### config.mk
export PLATFORM = sky130hd
export DESIGN_NAME = delivery_predictability_update_core
export DESIGN_NICKNAME = d
export VERILOG_FILES = /design/src/rtl/dpu_pkg.sv /design/src/rtl/delivery_predictability_update_core.sv /design/src/rtl/dpu_ctrl.sv /design/src/rtl/dpu_dp.sv
export SDC_FILE = /design/constraint.sdc
export NUM_CORES = 2
export LEC_CHECK = 0
export ABC_AREA = 1
export BUFFER_PORTS_ARGS = -buffer_cell sky130_fd_sc_hd__buf_2
export CORE_MARGIN = 4
export CORE_UTILIZATION = 38
export CTS_CLUSTER_DIAMETER = 150
export CTS_CLUSTER_SIZE = 16
export DETAILED_ROUTE_END_ITERATION = 7
export GPL_TIMING_DRIVEN = 0
export SKIP_CTS_REPAIR_TIMING = 1
export SLEW_MARGIN = 20
export SYNTH_ARGS = -nofsm -noshare
export SYNTH_HDL_FRONTEND = slang
export SYNTH_SLANG_ARGS = --single-unit
### constraint.sdc
create_clock -name i_clk -period 16.5 [get_ports i_clk]
set_input_delay 0.825 -clock i_clk [delete_from_list [all_inputs] [get_ports i_clk]]
set_output_delay 0.825 -clock i_clk [all_outputs]
set_load 0.005 [all_outputs]
### src/rtl/dpu_pkg.sv
// delivery predictability update: shared types, widths and constants
// used by dpu_ctrl, dpu_dp and the top level; no dependencies
`default_nettype none

package dpu_pkg;

    localparam int FRAC_BITS = 16;
    localparam int P_W       = FRAC_BITS + 1;
    localparam int KIND_W    = 2;
    localparam int TIME_W    = 32;
    localparam int KAPPA_W   = 16;
    localparam int CFG_W     = P_W;
    localparam int CFG_IDX_W = 2;
    localparam int MS_W      = 10;
    localparam int UNITS_W   = TIME_W + MS_W;
    localparam int CNT_W     = $clog2(UNITS_W);

    localparam logic [P_W-1:0]     ONE        = {1'b1, {FRAC_BITS{1'b0}}};
    localparam logic [P_W-1:0]     PENC_RST   = P_W'((3 * (2 ** FRAC_BITS)) / 4);
    localparam logic [P_W-1:0]     BETA_RST   = P_W'((2 ** FRAC_BITS) / 4);
    localparam logic [P_W-1:0]     GAMMA_RST  = P_W'((99 * (2 ** FRAC_BITS) + 50) / 100);
    localparam logic [KAPPA_W-1:0] KAPPA_RST  = KAPPA_W'(100);
    localparam logic [MS_W-1:0]    MS_PER_S   = MS_W'(1000);

    // configuration register indexes
    localparam logic [CFG_IDX_W-1:0] CFG_P_ENC = CFG_IDX_W'(0);
    localparam logic [CFG_IDX_W-1:0] CFG_BETA  = CFG_IDX_W'(1);
    localparam logic [CFG_IDX_W-1:0] CFG_GAMMA = CFG_IDX_W'(2);
    localparam logic [CFG_IDX_W-1:0] CFG_KAPPA = CFG_IDX_W'(3);

    // update kinds
    localparam logic [KIND_W-1:0] KIND_ENC   = KIND_W'(0);
    localparam logic [KIND_W-1:0] KIND_TRANS = KIND_W'(1);
    localparam logic [KIND_W-1:0] KIND_AGE   = KIND_W'(2);

    typedef enum logic [3:0] {
        OP_NONE,
        OP_LOAD,
        OP_ENC_MUL,
        OP_ENC_ADD,
        OP_TR_M1,
        OP_TR_M2,
        OP_TR_M3,
        OP_TR_M4,
        OP_TR_ADD,
        OP_AGE_PREP,
        OP_DIV_STEP,
        OP_POW_MUL,
        OP_POW_SQR,
        OP_AGE_FIN,
        OP_DONE_APP,
        OP_DONE_SKIP
    } t_dp_op;

    typedef enum logic [4:0] {
        S_IDLE,
        S_DISPATCH,
        S_ENC_MUL,
        S_ENC_ADD,
        S_TR_M1,
        S_TR_M2,
        S_TR_M3,
        S_TR_M4,
        S_TR_ADD,
        S_AGE_PREP,
        S_DIV,
        S_POW_CHK,
        S_POW_MUL,
        S_POW_SQR,
        S_AGE_FIN,
        S_DONE_APP,
        S_DONE_SKIP
    } t_state;

    typedef struct packed {
        logic [KIND_W-1:0] kind;
        logic              tr_ok;
        logic              kappa_zero;
        logic              div_last;
        logic              exp_zero;
        logic              exp_lsb;
        logic              exp_next_zero;
        logic              exp_next_lsb;
    } t_dp_stat;

    function automatic logic [P_W-1:0] sat_one(input logic [P_W-1:0] v);
        sat_one = (v > ONE) ? ONE : v;
    endfunction

endpackage

`default_nettype wire

### src/rtl/delivery_predictability_update_core.sv
// Delivery predictability update: top level joining dpu_ctrl and dpu_dp.
// Depends on dpu_pkg, dpu_ctrl and dpu_dp.
//
// Usage: present kind, now, prob_ab and prob_bc with start high while busy
// is low; the item is accepted at that clock edge and busy rises. One
// result per item appears on o_probability / o_applied for exactly one
// cycle with o_done high, in the cycle in which busy falls again. The
// receiver cannot hold results off, so the block never waits on it.
// An age update divides the elapsed milliseconds by kappa with radix-2
// division, then squares once per exponent bit and multiplies once per set
// bit on the single shared 17x17 multiplier; with kappa zero the division
// is left out. One item is in flight at a time; the next can be accepted in
// the cycle in which o_done is high. Configuration is written through
// i_cfg_we / i_cfg_idx / i_cfg_data with no wait; the user must write it
// only while the block is idle, as the block itself has no check for this.
// Synchronous active-low reset restores the default factors, and clears
// the probability and last update time.
`default_nettype none

module delivery_predictability_update_core import dpu_pkg::*; (
    input  logic                 i_clk,
    input  logic                 i_rst_n,
    input  logic                 start,
    output logic                 busy,
    input  logic [KIND_W-1:0]    i_kind,
    input  logic [TIME_W-1:0]    i_now,
    input  logic [P_W-1:0]       i_prob_ab,
    input  logic [P_W-1:0]       i_prob_bc,
    input  logic                 i_cfg_we,
    input  logic [CFG_IDX_W-1:0] i_cfg_idx,
    input  logic [CFG_W-1:0]     i_cfg_data,
    output logic                 o_done,
    output logic [P_W-1:0]       o_probability,
    output logic                 o_applied
);

    t_dp_op   op;
    t_dp_stat stat;

    dpu_ctrl u_ctrl (
        .i_clk   (i_clk),
        .i_rst_n (i_rst_n),
        .i_start (start),
        .i_stat  (stat),
        .o_op    (op),
        .o_busy  (busy)
    );

    dpu_dp u_dp (
        .i_clk         (i_clk),
        .i_rst_n       (i_rst_n),
        .i_op          (op),
        .i_kind        (i_kind),
        .i_now         (i_now),
        .i_prob_ab     (i_prob_ab),
        .i_prob_bc     (i_prob_bc),
        .i_cfg_we      (i_cfg_we),
        .i_cfg_idx     (i_cfg_idx),
        .i_cfg_data    (i_cfg_data),
        .o_stat        (stat),
        .o_done        (o_done),
        .o_probability (o_probability),
        .o_applied     (o_applied)
    );

endmodule

`default_nettype wire

### src/rtl/dpu_ctrl.sv
// sequencer for the delivery predictability update
// steps the shared multiplier and divider in dpu_dp; uses dpu_pkg
`default_nettype none

module dpu_ctrl import dpu_pkg::*; (
    input  logic     i_clk,
    input  logic     i_rst_n,
    input  logic     i_start,
    input  t_dp_stat i_stat,
    output t_dp_op   o_op,
    output logic     o_busy
);

    t_state r_state;
    t_state n_state;

    always_ff @(posedge i_clk) begin
        if (!i_rst_n) begin
            r_state <= S_IDLE;
        end else begin
            r_state <= n_state;
        end
    end

    // next state
    always_comb begin
        n_state = r_state;
        case (r_state)
            S_IDLE: begin
                if (i_start) begin
                    n_state = S_DISPATCH;
                end
            end
            S_DISPATCH: begin
                if (i_stat.kind == KIND_ENC) begin
                    n_state = S_ENC_MUL;
                end else if (i_stat.kind == KIND_TRANS) begin
                    n_state = i_stat.tr_ok ? S_TR_M1 : S_DONE_SKIP;
                end else if (i_stat.kind == KIND_AGE) begin
                    n_state = S_AGE_PREP;
                end else begin
                    n_state = S_DONE_SKIP;
                end
            end
            S_ENC_MUL:  n_state = S_ENC_ADD;
            S_ENC_ADD:  n_state = S_DONE_APP;
            S_TR_M1:    n_state = S_TR_M2;
            S_TR_M2:    n_state = S_TR_M3;
            S_TR_M3:    n_state = S_TR_M4;
            S_TR_M4:    n_state = S_TR_ADD;
            S_TR_ADD:   n_state = S_DONE_APP;
            S_AGE_PREP: n_state = i_stat.kappa_zero ? S_POW_CHK : S_DIV;
            S_DIV: begin
                if (i_stat.div_last) begin
                    n_state = S_POW_CHK;
                end
            end
            S_POW_CHK: begin
                if (i_stat.exp_zero) begin
                    n_state = S_AGE_FIN;
                end else if (i_stat.exp_lsb) begin
                    n_state = S_POW_MUL;
                end else begin
                    n_state = S_POW_SQR;
                end
            end
            S_POW_MUL:  n_state = S_POW_SQR;
            S_POW_SQR: begin
                // exponent shifts right on this step, so look one bit ahead
                if (i_stat.exp_next_zero) begin
                    n_state = S_AGE_FIN;
                end else if (i_stat.exp_next_lsb) begin
                    n_state = S_POW_MUL;
                end else begin
                    n_state = S_POW_SQR;
                end
            end
            S_AGE_FIN:   n_state = S_DONE_APP;
            S_DONE_APP:  n_state = S_IDLE;
            S_DONE_SKIP: n_state = S_IDLE;
            default:     n_state = S_IDLE;
        endcase
    end

    // command outputs
    always_comb begin
        o_busy = (r_state != S_IDLE);
        case (r_state)
            S_IDLE:      o_op = i_start ? OP_LOAD : OP_NONE;
            S_ENC_MUL:   o_op = OP_ENC_MUL;
            S_ENC_ADD:   o_op = OP_ENC_ADD;
            S_TR_M1:     o_op = OP_TR_M1;
            S_TR_M2:     o_op = OP_TR_M2;
            S_TR_M3:     o_op = OP_TR_M3;
            S_TR_M4:     o_op = OP_TR_M4;
            S_TR_ADD:    o_op = OP_TR_ADD;
            S_AGE_PREP:  o_op = OP_AGE_PREP;
            S_DIV:       o_op = OP_DIV_STEP;
            S_POW_MUL:   o_op = OP_POW_MUL;
            S_POW_SQR:   o_op = OP_POW_SQR;
            S_AGE_FIN:   o_op = OP_AGE_FIN;
            S_DONE_APP:  o_op = OP_DONE_APP;
            S_DONE_SKIP: o_op = OP_DONE_SKIP;
            default:     o_op = OP_NONE;
        endcase
    end

`ifndef SYNTHESIS
    a_accept_leaves_idle: assert property (@(posedge i_clk) disable iff (!i_rst_n)
        (r_state == S_IDLE && i_start) |=> (r_state == S_DISPATCH))
        else $error("accepted item did not start the sequence");

    a_done_returns_idle: assert property (@(posedge i_clk) disable iff (!i_rst_n)
        (r_state == S_DONE_APP || r_state == S_DONE_SKIP) |=> (r_state == S_IDLE))
        else $error("sequence did not return to idle after the result");
`endif

endmodule

`default_nettype wire

### src/rtl/dpu_dp.sv
// datapath: probability and time state, configuration registers, one shared
// fixed-point multiplier and a radix-2 divider; uses dpu_pkg
`default_nettype none

module dpu_dp import dpu_pkg::*; (
    input  logic                 i_clk,
    input  logic                 i_rst_n,
    input  t_dp_op               i_op,
    input  logic [KIND_W-1:0]    i_kind,
    input  logic [TIME_W-1:0]    i_now,
    input  logic [P_W-1:0]       i_prob_ab,
    input  logic [P_W-1:0]       i_prob_bc,
    input  logic                 i_cfg_we,
    input  logic [CFG_IDX_W-1:0] i_cfg_idx,
    input  logic [CFG_W-1:0]     i_cfg_data,
    output t_dp_stat             o_stat,
    output logic                 o_done,
    output logic [P_W-1:0]       o_probability,
    output logic                 o_applied
);

    // control / architectural state
    logic [P_W-1:0]     r_penc,  n_penc;
    logic [P_W-1:0]     r_beta,  n_beta;
    logic [P_W-1:0]     r_gamma, n_gamma;
    logic [KAPPA_W-1:0] r_kappa, n_kappa;
    logic [P_W-1:0]     r_prob,  n_prob;
    logic [TIME_W-1:0]  r_last,  n_last;
    logic               r_done,  n_done;

    // working registers
    logic [KIND_W-1:0]  r_kind,  n_kind;
    logic [TIME_W-1:0]  r_now,   n_now;
    logic [P_W-1:0]     r_ab,    n_ab;
    logic [P_W-1:0]     r_bc,    n_bc;
    logic [P_W-1:0]     r_acc,   n_acc;
    logic [P_W-1:0]     r_base,  n_base;
    logic [UNITS_W-1:0] r_quo,   n_quo;
    logic [KAPPA_W-1:0] r_rem,   n_rem;
    logic [CNT_W-1:0]   r_cnt,   n_cnt;
    logic [P_W-1:0]     r_out_prob, n_out_prob;
    logic               r_applied,  n_applied;

    logic [P_W-1:0]     enc, bt, gm;
    logic [P_W-1:0]     mul_a, mul_b, mul_res;
    logic [2*P_W-1:0]   mul_full;
    logic [P_W:0]       sum;
    logic [P_W-1:0]     sum_sat;
    logic [TIME_W-1:0]  diff;
    logic [UNITS_W-1:0] diff_ms;
    logic [KAPPA_W:0]   rem_sh, rem_sub;
    logic               rem_ge;

    always_ff @(posedge i_clk) begin
        if (!i_rst_n) begin
            r_penc  <= PENC_RST;
            r_beta  <= BETA_RST;
            r_gamma <= GAMMA_RST;
            r_kappa <= KAPPA_RST;
            r_prob  <= '0;
            r_last  <= '0;
            r_done  <= 1'b0;
        end else begin
            r_penc  <= n_penc;
            r_beta  <= n_beta;
            r_gamma <= n_gamma;
            r_kappa <= n_kappa;
            r_prob  <= n_prob;
            r_last  <= n_last;
            r_done  <= n_done;
        end
    end

    always_ff @(posedge i_clk) begin
        r_kind     <= n_kind;
        r_now      <= n_now;
        r_ab       <= n_ab;
        r_bc       <= n_bc;
        r_acc      <= n_acc;
        r_base     <= n_base;
        r_quo      <= n_quo;
        r_rem      <= n_rem;
        r_cnt      <= n_cnt;
        r_out_prob <= n_out_prob;
        r_applied  <= n_applied;
    end

    // factors above one are used as one
    assign enc = sat_one(r_penc);
    assign bt  = sat_one(r_beta);
    assign gm  = sat_one(r_gamma);

    // shared multiplier operand select
    always_comb begin
        case (i_op)
            OP_ENC_MUL: begin mul_a = ONE - r_prob; mul_b = enc;     end
            OP_TR_M1:   begin mul_a = ONE - bt;     mul_b = r_ab;    end
            OP_TR_M2:   begin mul_a = r_acc;        mul_b = r_bc;    end
            OP_TR_M3:   begin mul_a = r_acc;        mul_b = enc;     end
            OP_TR_M4:   begin mul_a = r_prob;       mul_b = bt;      end
            OP_POW_MUL: begin mul_a = r_acc;        mul_b = r_base;  end
            OP_POW_SQR: begin mul_a = r_base;       mul_b = r_base;  end
            OP_AGE_FIN: begin mul_a = r_prob;       mul_b = r_acc;   end
            default:    begin mul_a = '0;           mul_b = '0;      end
        endcase
    end

    assign mul_full = mul_a * mul_b;
    assign mul_res  = mul_full[FRAC_BITS +: P_W];

    assign sum     = (i_op == OP_ENC_ADD) ? ({1'b0, r_prob} + {1'b0, r_acc})
                                          : ({1'b0, r_base} + {1'b0, r_acc});
    assign sum_sat = (sum > {1'b0, ONE}) ? ONE : sum[P_W-1:0];

    // elapsed milliseconds, time difference wraps
    assign diff    = r_now - r_last;
    assign diff_ms = {{MS_W{1'b0}}, diff} * {{TIME_W{1'b0}}, MS_PER_S};

    // restoring division, one quotient bit per step
    assign rem_sh  = {r_rem, r_quo[UNITS_W-1]};
    assign rem_ge  = (rem_sh >= {1'b0, r_kappa});
    assign rem_sub = rem_sh - {1'b0, r_kappa};

    always_comb begin
        n_penc     = r_penc;
        n_beta     = r_beta;
        n_gamma    = r_gamma;
        n_kappa    = r_kappa;
        n_prob     = r_prob;
        n_last     = r_last;
        n_done     = 1'b0;
        n_kind     = r_kind;
        n_now      = r_now;
        n_ab       = r_ab;
        n_bc       = r_bc;
        n_acc      = r_acc;
        n_base     = r_base;
        n_quo      = r_quo;
        n_rem      = r_rem;
        n_cnt      = r_cnt;
        n_out_prob = r_out_prob;
        n_applied  = r_applied;

        if (i_cfg_we) begin
            case (i_cfg_idx)
                CFG_P_ENC: n_penc  = i_cfg_data;
                CFG_BETA:  n_beta  = i_cfg_data;
                CFG_GAMMA: n_gamma = i_cfg_data;
                CFG_KAPPA: n_kappa = i_cfg_data[KAPPA_W-1:0];
                default:   n_penc  = r_penc;
            endcase
        end

        case (i_op)
            OP_LOAD: begin
                n_kind = i_kind;
                n_now  = i_now;
                n_ab   = i_prob_ab;
                n_bc   = i_prob_bc;
            end
            OP_ENC_MUL, OP_TR_M1, OP_TR_M2, OP_TR_M3, OP_POW_MUL: begin
                n_acc = mul_res;
            end
            OP_TR_M4: begin
                n_base = mul_res;
            end
            OP_ENC_ADD, OP_TR_ADD: begin
                n_prob = sum_sat;
            end
            OP_AGE_PREP: begin
                n_quo  = (r_kappa == '0) ? '0 : diff_ms;
                n_rem  = '0;
                n_cnt  = '0;
                n_acc  = ONE;
                n_base = gm;
            end
            OP_DIV_STEP: begin
                n_rem = rem_ge ? rem_sub[KAPPA_W-1:0] : rem_sh[KAPPA_W-1:0];
                n_quo = {r_quo[UNITS_W-2:0], rem_ge};
                n_cnt = r_cnt + CNT_W'(1);
            end
            OP_POW_SQR: begin
                n_base = mul_res;
                n_quo  = {1'b0, r_quo[UNITS_W-1:1]};
            end
            OP_AGE_FIN: begin
                // a power of one leaves the probability as it is
                n_prob = sat_one(mul_res);
            end
            OP_DONE_APP: begin
                n_last     = r_now;
                n_done     = 1'b1;
                n_out_prob = r_prob;
                n_applied  = 1'b1;
            end
            OP_DONE_SKIP: begin
                n_done     = 1'b1;
                n_out_prob = r_prob;
                n_applied  = 1'b0;
            end
            default: begin
                n_done = 1'b0;
            end
        endcase
    end

    always_comb begin
        o_stat.kind          = r_kind;
        o_stat.tr_ok         = (r_ab <= ONE) && (r_bc <= ONE) && (r_prob <= r_bc);
        o_stat.kappa_zero    = (r_kappa == '0);
        o_stat.div_last      = (r_cnt == CNT_W'(UNITS_W - 1));
        o_stat.exp_zero      = (r_quo == '0);
        o_stat.exp_lsb       = r_quo[0];
        o_stat.exp_next_zero = (r_quo[UNITS_W-1:1] == '0);
        o_stat.exp_next_lsb  = r_quo[1];
    end

    assign o_done        = r_done;
    assign o_probability = r_out_prob;
    assign o_applied     = r_applied;

`ifndef SYNTHESIS
    a_prob_in_range: assert property (@(posedge i_clk) disable iff (!i_rst_n)
        r_prob <= ONE)
        else $error("probability left the unit range");

    a_done_single: assert property (@(posedge i_clk) disable iff (!i_rst_n)
        r_done |=> !r_done)
        else $error("result strobe held for more than one cycle");

    a_skip_keeps_time: assert property (@(posedge i_clk) disable iff (!i_rst_n)
        (r_done && !r_applied) |-> $stable(r_last))
        else $error("skipped update changed the last update time");

    a_div_count: assert property (@(posedge i_clk) disable iff (!i_rst_n)
        (i_op == OP_DIV_STEP) |-> (r_cnt < CNT_W'(UNITS_W)))
        else $error("divider ran past its step count");
`endif

endmodule

`default_nettype wire

==> impl_results.md <==
- Final setup vio count: 0
- Critical Path Start Type: flop
- Grt ovf: 0
- Hold violation total from the final report: 0
- Compound-Gate Fraction of Synth Area: 13.02%
- Yosys reg bits: between 300 and 400
- Vias in the first global route: between 20000 and 30000
- Area grow syn2layout: 8.396%
- Post-Synth Simple-Gate Area: 15.94%
- Routed WL: 97.74 mm
- Clock sink count: approximately 310
- Crit Path Class: flop to flop
- # IOs: around 110
- Antenna violations before repair: 1
- Post-synth EDFFs: 184
- Largest net degree at the start of global routing: 29
- CP arrival: slightly above 10 ns
- Global-route wire length before repair: about 150 mm
- Vias per inst: 5.253
- Worst r2r src: u_ctrl.r_state[4]$_SDFFE_PN0P_
- Cell mode on critical path: inv_1
- Relative slew slack: ~22%
- Maximum net fanout on the critical path: 10
- CP Capture Type: flop
- Crit-path max cell delay: between 0.6 and 0.7 ns
- Avg WL per Cell: between 15 and 20 microns
- Adder-cell share of the synthesized area: between 30% and 40%
- Share of cells above drive strength 1: 5.561%
- Max Root-Sink Buffers: 3
- Largest family of logic cells by synthesized area: adder cells
- Initial core utilization: just under 40%
- Area of the die: around 0.09 sq mm
- Count of pins over their slew limit: 0
- Worst Hold Depth: 1
- Setup TNS: 0 ns
- Top cell family by delay on the critical path: adder cells
- Number of DRC markers in iteration 0: approximately 2200
- Netlist cell types: 57
- Yosys warns: 0
- Clock Pin Slew Worst Setup and Hold Paths: about 0.080 ns
- Min-delay src: i_kind[0]
- Syn nets: between 4000 and 5000
- HPWL after detailed placement: about 82 mm
- RR Endpoint: u_dp.r_prob[7]$_SDFFE_PN0P_
- Metal3 WL: about 7.7 mm
- Crit-path slowest cell: xor2_1
- Drt drc: 0
- Min cycle time layout: roughly 9.8 ns
- Sum of buffers and inverters on the critical path: 12
- R2R Setup Slk: between 6 and 7 ns
- Outcome: completed
- Layout Nets: 4679
- Uppermost layer routed: met4
- Xor/xnor share of the synthesized area: under 10%
- Async SR Flop Fraction: 0%
- Number of iterations in the first detailed-routing pass: 6
- Max Clk Rate: 101.8 MHz
- Fin crit share: 59.55%
- Clock Skew: between 0.015 and 0.02 ns
- Core area: just over 0.08 sq mm
- Register area share after synthesis: 25.10%
- Post-synthesis cell area: around 0.032 sq mm
- Max_cap viols: 0
- GPL Wtd Cong: around 0.98
- Worst Hold Class: primary input to flop
- Syn Inst Count: ~3800
- Final antenna diode count: 0
- Tot GR Track Use: between 20% and 30%
- Met1 wire length: around 42 mm
- Mux share of post-synthesis cell area: 0%
- Cells on worst reg2reg path: 37
- Via Count: between 20000 and 30000
- Row count: approximately 110
- IO buf count: about 110
- CTS tree: yes
- Met2 WL: around 45 mm
- Syn Area/Cell: about 8.3 sq um
- Clock latency on the worst-skew pair: 0.56 ns
- Tightest Pin Transition: 1.155 ns
- Die width: between 200 and 300 microns
- Root Driver: clkbuf_16
- RSZ-0062 raised after global routing: no
- Htree depth: 1
- Inserted Clock Buffers: 23
- Synth Flop Type: edfxtp_1
- Die Ht: about 300 microns
- Worst Hold End: u_dp.r_kind[0]$_DFFE_PN_
- Antenna-violating nets left: 0
- Data required, critical path: 17.00 ns
-- placed cells by master (no fill, tap or decap), drive strengths merged, types with 24 or more instances in the layout --
master | synthesis | final
dfxtp | 122 | 122
xor2 | 65 | 65
o21ai | 228 | 228
nor4 | 28 | 28
o221ai | 42 | 42
inv | 795 | 796
nand4 | 41 | 41
o211ai | 24 | 24
o22ai | 52 | 52
ha | 270 | 270
edfxtp | 184 | 184
nor2 | 383 | 383
clkbuf | 81 | 120
nand3 | 102 | 102
nor3 | 43 | 43
a21oi | 267 | 267
xnor2 | 39 | 39
buf | 15 | 129
nand2 | 595 | 595
fa | 342 | 342
-- sequential cells by signal, summed over array words and instances, names as in the netlist, 2 cells and up --
register / flops
u_dp.r_quo: 42
u_dp.r_last: 32
u_dp.r_now: 32
u_dp.o_probability: 17
u_dp.r_ab: 17
u_dp.r_acc: 17
u_dp.r_base: 17
u_dp.r_bc: 17
u_dp.r_beta: 17
u_dp.r_gamma: 17
u_dp.r_penc: 17
u_dp.r_prob: 17
u_dp.r_kappa: 16
u_dp.r_rem: 16
u_dp.r_cnt: 6
u_ctrl.r_state: 5
u_dp.r_kind: 2
-- worst max path at each step --
stage	startpoint	end	cells after the start
after floorplan	u_ctrl.r_state[4]$_SDFFE_PN0P_	u_dp.r_prob[10]$_SDFFE_PN0P_	44
after global placement	u_ctrl.r_state[4]$_SDFFE_PN0P_	u_dp.r_prob[9]$_SDFFE_PN0P_	36
after detailed placement	u_ctrl.r_state[4]$_SDFFE_PN0P_	u_dp.r_prob[9]$_SDFFE_PN0P_	35
after CTS	u_ctrl.r_state[4]$_SDFFE_PN0P_	u_dp.r_prob[9]$_SDFFE_PN0P_	35
after global routing	u_ctrl.r_state[4]$_SDFFE_PN0P_	u_dp.r_prob[12]$_SDFFE_PN0P_	35
final	u_ctrl.r_state[4]$_SDFFE_PN0P_	u_dp.r_prob[7]$_SDFFE_PN0P_	37
-- worst register-to-register path: cells and delay by family, from the launching register on --
family	cells	cell delay, ns
xor gates and xnor gates	1	0.64
DFF	1	0.39
buffers and inverters	12	2.81
AOI/OAI and AO/OA	7	1.26
adders and majority gates	7	3.36
and+or+nand+nor	10	1.31
-- synth_stat cells, types with 4 or more instances --
cell type | count | share of area [%]
nand2_2 | 16 | 0.32
o41ai_1 | 4 | 0.11
fa_1 | 342 | 22
o31ai_1 | 4 | 0.095
nor2_2 | 8 | 0.16
a21oi_1 | 257 | 4.1
a211oi_1 | 4 | 0.095
nand4_1 | 41 | 0.81
nor2_1 | 371 | 4.4
o221ai_1 | 42 | 1.2
clkinv_1 | 14 | 0.17
o211ai_1 | 24 | 0.57
a21oi_2 | 10 | 0.28
clkbuf_1 | 81 | 0.96
nand3_1 | 98 | 1.5
ha_1 | 270 | 11
or2_2 | 4 | 0.079
o21bai_1 | 11 | 0.26
o22ai_1 | 52 | 1.0
a32o_1 | 11 | 0.35
inv_2 | 10 | 0.12
dfxtp_1 | 122 | 7.7
xor2_1 | 65 | 1.8
nor3_1 | 43 | 0.68
a31oi_1 | 10 | 0.20
a221oi_1 | 14 | 0.39
inv_1 | 784 | 9.3
a21o_1 | 14 | 0.33
o21ai_0 | 225 | 3.5
nand2_1 | 577 | 6.8
xnor2_1 | 39 | 1.1
edfxtp_1 | 184 | 17
buf_2 | 7 | 0.11
nand3b_1 | 7 | 0.17
nor4_1 | 28 | 0.55
o21a_1 | 7 | 0.17
-- cell type report --
class,instances,area (sq um)
fillers,8414,48100
multi-input cells,2626,20380
flip-flops and latches,306,7968
inverters,809,3039
well taps,1070,1339
clock buffers,39,635.6
repair buffers,114,620.6
plain buffers,96,407.9
clock inverters,2,17.52
-- through the flow --
stage / cells / setup WS [ns] / hold slack (ns) / util [%] / instance area [sq um]
5_1_grt: 5062 / 6.298 / 0.4083 / 41.70 / 34410
3_3_place_gp: 5016 / 6.728 / 0.4430 / 40.76 / 33630
3_5_place_dp: 5021 / 6.931 / 0.4507 / 40.91 / 33750
2_1_floorplan: 3837 / 9.030 / 0.4331 / - / 31740
6_report: 5062 / 6.674 / 0.4353 / 41.70 / 34410
4_1_cts: 5062 / 6.863 / 0.3967 / 41.70 / 34410
-- metal layers --
metal / vias to the layer above / global-route usage, %
met2: 998 / 35.28
li1: 12700 / -
met3: 173 / 3.306
met5: - / 0
met1: 12720 / 29.97
met4: 0 / 6.704
-- kinds of logic (layout without fill, tap and decap cells) --
family	Yosys count	in the layout
xor gates and xnor gates	104	104
buffers and inverters	905	1060
AOI/OAI and AO/OA	705	705
DFF	306	306
and+or+nand+nor	1205	1205
adders and majority gates	612	612
Power is left out: the tool's default activity adds up to more than one toggle a clock period on the data nets, which glitch-free logic cannot reach.
